File: src/rtl/cts_pkg.sv
// ----------------------------------------------------------------------------
// cts_pkg
// Shared constants, types and helper functions of the cosine top-k search core.
// ----------------------------------------------------------------------------
package cts_pkg;

  localparam int MAX_DIM   = 768;
  localparam int MAX_TOP   = 16;
  localparam int LIST_CAP  = (MAX_TOP < 16) ? MAX_TOP : 16;
  localparam int ADDR_W    = $clog2(MAX_DIM);
  localparam int DIMS_W    = 10;
  localparam int TOPK_W    = 5;
  localparam int CNT_W     = $clog2(LIST_CAP + 1);
  localparam int IDX_W     = (LIST_CAP > 1) ? $clog2(LIST_CAP) : 1;
  localparam int VAL_W     = 16;
  localparam int DOC_W     = 16;
  localparam int ACC_W     = 40;
  localparam int DOT_W     = 41;
  localparam int NRM_W     = 2 * ACC_W;
  localparam int RSQ_W     = 2 * DOT_W;
  localparam int SQ_W      = RSQ_W + 32;
  localparam int PRD_W     = NRM_W + 17;
  localparam int MUL_STEPS = DOT_W;
  localparam int ROOT_BITS = 16;
  localparam int STEP_W    = 6;
  localparam int BIT_W     = 4;

  localparam logic [1:0] MODE_QUERY  = 2'd0;
  localparam logic [1:0] MODE_DOC    = 2'd1;
  localparam logic [1:0] MODE_REPORT = 2'd2;

  localparam logic REG_TOP_K = 1'b0;
  localparam logic REG_DIMS  = 1'b1;

  typedef enum logic [5:0] {
    S_IDLE = 6'b000001,
    S_ELEM = 6'b000010,
    S_MUL  = 6'b000100,
    S_ROOT = 6'b001000,
    S_INS  = 6'b010000,
    S_RPT  = 6'b100000
  } state_t;

  typedef struct packed {
    logic             accept;
    logic             elem;
    logic             mul;
    logic             root;
    logic             ins;
    logic             rpt;
    logic [BIT_W-1:0] bit_sel;
  } cmd_t;

  typedef struct packed {
    logic doc_end;
    logic out_free;
    logic rpt_last;
  } status_t;

  function automatic logic [CNT_W-1:0] eff_k(input logic [TOPK_W-1:0] k);
    logic [CNT_W-1:0] r;
    if (k == '0) begin
      r = CNT_W'(1);
    end else if (32'(k) > LIST_CAP) begin
      r = CNT_W'(LIST_CAP);
    end else begin
      r = CNT_W'(k);
    end
    return r;
  endfunction

  function automatic logic [DIMS_W:0] eff_dims(input logic [DIMS_W-1:0] d);
    logic [DIMS_W:0] r;
    if (d == '0) begin
      r = (DIMS_W+1)'(1);
    end else if (32'(d) > MAX_DIM) begin
      r = (DIMS_W+1)'(MAX_DIM);
    end else begin
      r = {1'b0, d};
    end
    return r;
  endfunction

endpackage

File: src/rtl/cts_ctrl.sv
// ----------------------------------------------------------------------------
// cts_ctrl
// Sequencing state machine: element update, serial multiply, root search,
// list insertion and report streaming.
// ----------------------------------------------------------------------------
module cts_ctrl
  import cts_pkg::*;
(
  input  logic       clk,
  input  logic       rst_n,
  input  logic       in_tvalid,
  input  logic [1:0] in_mode,
  output logic       in_tready,
  input  status_t    st,
  output cmd_t       cmd
);

  state_t state_r, state_nxt;
  logic [STEP_W-1:0] cnt_r, cnt_nxt;

  assign in_tready = (state_r == S_IDLE);

  always_comb begin
    state_nxt   = state_r;
    cnt_nxt     = cnt_r;
    cmd         = '0;
    cmd.bit_sel = BIT_W'(ROOT_BITS - 1) - cnt_r[BIT_W-1:0];
    case (state_r)
      S_IDLE: begin
        if (in_tvalid) begin
          cmd.accept = 1'b1;
          case (in_mode)
            MODE_QUERY, MODE_DOC: state_nxt = S_ELEM;
            MODE_REPORT:          state_nxt = S_RPT;
            default:              state_nxt = S_IDLE;
          endcase
        end
      end
      S_ELEM: begin
        cmd.elem  = 1'b1;
        cnt_nxt   = '0;
        state_nxt = st.doc_end ? S_MUL : S_IDLE;
      end
      S_MUL: begin
        cmd.mul = 1'b1;
        if (cnt_r == STEP_W'(MUL_STEPS - 1)) begin
          cnt_nxt   = '0;
          state_nxt = S_ROOT;
        end else begin
          cnt_nxt = cnt_r + STEP_W'(1);
        end
      end
      S_ROOT: begin
        cmd.root = 1'b1;
        if (cnt_r == STEP_W'(ROOT_BITS - 1)) begin
          state_nxt = S_INS;
        end else begin
          cnt_nxt = cnt_r + STEP_W'(1);
        end
      end
      S_INS: begin
        cmd.ins   = 1'b1;
        state_nxt = S_IDLE;
      end
      S_RPT: begin
        cmd.rpt = 1'b1;
        if (st.out_free && st.rpt_last) begin
          state_nxt = S_IDLE;
        end
      end
      default: state_nxt = S_IDLE;
    endcase
  end

  always_ff @(posedge clk) begin
    if (!rst_n) begin
      state_r <= S_IDLE;
      cnt_r   <= '0;
    end else begin
      state_r <= state_nxt;
      cnt_r   <= cnt_nxt;
    end
  end

endmodule

File: config.mk
export PLATFORM = sky130hd
export DESIGN_NAME = cts_ctrl
export DESIGN_NICKNAME = d
export VERILOG_FILES = /design/src/rtl/cts_pkg.sv /design/src/rtl/cts_ctrl.sv
export SDC_FILE = /design/constraint.sdc
export NUM_CORES = 1
export LEC_CHECK = 0
export BUFFER_PORTS_ARGS = -buffer_cell sky130_fd_sc_hd__buf_2
export CORE_UTILIZATION = 35
export CTS_CLUSTER_DIAMETER = 80
export DETAILED_ROUTE_END_ITERATION = 7
export HOLD_SLACK_MARGIN = 0.08
export SYNTH_ARGS = -nofsm -noshare
export SYNTH_HDL_FRONTEND = slang
export SYNTH_SLANG_ARGS = --single-unit
File: constraint.sdc
create_clock -name clk -period 5 [get_ports clk]
set_clock_uncertainty 0.1 [all_clocks]
set_input_delay 1 -clock clk [delete_from_list [all_inputs] [get_ports clk]]
set_output_delay 1 -clock clk [all_outputs]
set_load 0.02 [all_outputs]
Yosys cells after proc, flatten, opt, wreduce, memory -nomap -nowiden --
Index checks and enable logic that the tools add are counted.
Storage, ports and cells: flip-flop bits (word level) 12, output and inout port bits 11
Operators by class: $add $sub $neg 2, equality and inequality tests 15, muxes and demuxes 17, reductions and logical operators 6
Operators by type and width (number):
- $mux W6 | 6
- $pmux W6 S5 | 1
- $pmux W6 S3 | 1
- $eq A6 B4 Y1 const B | 2
- $eq A6 B6 Y1 const B | 2
- $pmux W6 S2 | 1
- $ne A2 B2 Y1 const B | 5
- $mux W1 | 7
- $add A6 B1 Y6 const B | 1
- $eq A6 B1 Y1 const B | 1
- $eq A6 B2 Y1 const B | 1
- $eq A6 B3 Y1 const B | 1
- $eq A6 B5 Y1 const B | 1
- $reduce_and A4 Y1 | 1
- $sub A4 B4 Y4 const A | 1
- $mux W3 | 1
- $reduce_bool A3 Y1 | 1
- $eq A2 B1 Y1 const B | 1
- $eq A2 B2 Y1 const B | 1
- $logic_not A2 Y1 | 1
- $reduce_and A2 Y1 | 1
- $reduce_or A2 Y1 | 1
- $logic_and A1 B1 Y1 | 1

Longest topological paths before layout --
word-level depth 5, gate-level depth with buffers 7

Least setup slack after synthesis --
No wires, ideal clock.
path kind register to output, start reg state_r[1], end out cmd[9] (netlist bit), data arrival time 1635 ps, data required time 3900 ps, setup slack 2265 ps, stages on the path, launching flop included 5, buffers on the path 0, path through dfxtp_1 > or4_4 > or3b_4 > clkinv_2 > and2_1
RTL lines:
- from (decl) | RTL line cts_ctrl.sv:18 | state_t state_r, state_nxt;
- from (signal assigned) | RTL line cts_ctrl.sv:80 | state_r <= state_nxt;
- to (decl) | RTL line cts_ctrl.sv:15 | output cmd_t cmd

==> metrics <==
outcome finished, final reports clean; Global Route met1 Usage 19.8%; Syn Nets 105; Layout area overhead 19.8%; GR Util met2 25.1%; most common cell in the netlist dfxtp_1; clock sink count 12; post-route setup TNS 0 ns; GRT Util Overall 16.3%; Relative slew margins 57.2%; routed wire length 1740 um; post-CTS setup buffer count 0; via/cell ratio 5.39; Post-CTS Hold Buffers 0; area share of the largest cell type after synthesis 31.9%; Max clock buf depth 2; Post-Syn Area per Cell 7.93 um2; FILL cells 201; Via Count 765; maximum VDD drop 0.182 mV; htree depth 1; Main synth FF type dfxtp_1; ANT cells 0; worst-margin pin slew 0.637 ns; # nets final 126; worst skew pair latency 0.28 ns; DIE AREA 2340 um2; class of the tightest hold or removal check register to register; largest net degree at the start of global routing 12; f_max 0.324 GHz; Power Total 239 uW; root buffer cell clkbuf_4; Lkg Pwr 0.000355 uW; Initial Util 37.6%; Slew Limit Fails 0; post-CTS sizing 0; placed cells 138; final period utilization 61.8%; Synth top cells by count dfxtp_1, nor2_1, inv_1, nand2_1; CORE AREA 2000 um2; TritonCTS clock tree built; DRC errors left 0; antenna violations before repair 0; vias in the first global route 695; Worst setup EP type output pin; Distinct cells, synth 39; Final Hold Viols 0; busiest layer in global routing met2; die span in y 48.4 um; drt initial violations 30; max-cap violations 0; WL/cell 12.2 um; Setup CP Type register to output pin; Finished Layout Cells 142; setup violators final 0; largest area contributor in the netlist dfxtp_1; pwr/cell area 265 nW/um2; part of the Yosys area used for sequential elements 31.9%; Final ANT Viol Nets 0; GPL Wtd Cong 0.839; Yosys warnings 0; IO Port Bufs 18; Design Area, Final 902 um2; layout cell share with drive strength beyond 1 24.3%; Tmin final 3.09 ns; Worst EP required 3.90 ns; I/O pins 19; TritonRoute pass-1 iters 4; Die W 48.4 um; clock slew at reported path FFs 0.08 ns; flops & latches, synth 12; startpoint types register; GR Util met3 7.23%; Post-synth ARST share 0%; unrepaired setup endpoints after global routing no; EDFF count, synth 0; TritonCTS Buffers 3; Cell Rows 16; most area-consuming cells after synthesis dfxtp_1, nor2_1, xnor2_1; Syn Inst Count 95; Worst EP arrival 1.99 ns; dpl hpwl 1350 um; post-synthesis cell area 753 um2; total grt overflow 0; placed cell area 866 um2; global-route wire length before repair 2900 um; Max FO, Critical Path 7
[layout make-up]
class / count / area [um2] / area share (%)
Tap cell: 27 / 33.8 / 3.74
Sequential cell: 12 / 240 / 26.6
Timing Repair Buffer: 18 / 90.1 / 9.99
Clock buffer: 4 / 36.3 / 4.02
Inverter: 7 / 27.5 / 3.05
Multi-Input combinational cell: 74 / 474 / 52.6
[routing by layer]
layer / wire [um] / part of all wire [%]
met1: 789 / 45
met4: 31 / 1.8
met5: 0 / 0
met3: 94 / 5.4
met2: 821 / 47
[cell families (layout without fill, tap and decap cells)]
kind of cell               Yosys count  count (layout)  synth area share (%)
xor gates and xnor gates             4               4                  4.65
adders and majority gates            2               2                  3.32
buffers and inverters                9              29                  5.15
and+or+nand+nor                     44              44                  33.1
DFF                                 12              12                  31.9
AOI/OAI and AO/OA                   24              24                  21.9
[power by group]
part	leakage (uW)	internal (uW)	total, uW	switching, uW
clock	0.0000210	44.3	78.7	34.4
sequential	0.0000971	98.8	104	5.35
combinational	0.000237	23.5	55.9	32.3
total	0.000355	167	239	72.1
[worst max-delay path: stages, from the launching register on]
cell and delay [ns]:
dfxtp_1 0.38, or4_4 0.54, or3b_4 0.44, clkinv_2 0.07, and2_1 0.12, buf_2 0.16
[worst paths after layout]
check	start	endpoint	depth (start not counted)	slack [ns]
worst max-delay path	state_r[2]$_SDFFE_PN0P_	cmd[9]	5	1.91
worst max register to register	state_r[2]$_SDFFE_PN0P_	state_r[0]$_SDFFE_PN1P_	6	2.93
worst min-delay path	cnt_r[1]$_SDFFE_PN0P_	cnt_r[1]$_SDFFE_PN0P_	2	0.40
worst min register to register	cnt_r[1]$_SDFFE_PN0P_	cnt_r[1]$_SDFFE_PN0P_	2	0.40
[sequential cells by signal, summed over array words and instances (netlist names)]
name	count
cnt_r	6
state_r	6
[cell usage in the layout (no fill, tap or decap), drive strengths merged, types with 2 or more instances in the layout]
master	synthesis	final
and3	3	3
a22oi	2	2
nor4	2	2
o21a	3	3
nor3b	2	2
nand2	5	5
buf	1	18
nand3b	2	2
or4	3	3
ha	2	2
nor3	4	4
nand3	3	3
inv	6	6
clkbuf	1	4
and2	2	2
a21oi	4	4
nor2b	3	3
dfxtp	12	12
nor2	10	10
nand2b	3	3
o211ai	3	3
o21ai	4	4
xnor2	3	3
[stage by stage]
stage	hold WS (ns)	utilization [%]	setup WS, ns
final	0.396	45.1	1.91
after global routing	0.438	45.1	1.83
after CTS	0.405	45.1	1.91
after detailed placement	0.393	43.3	2.22
after global placement	0.384	43.3	2.26
after floorplan	0.358	-	2.26
No activity file was read; power rests on OpenSTA's default activity.
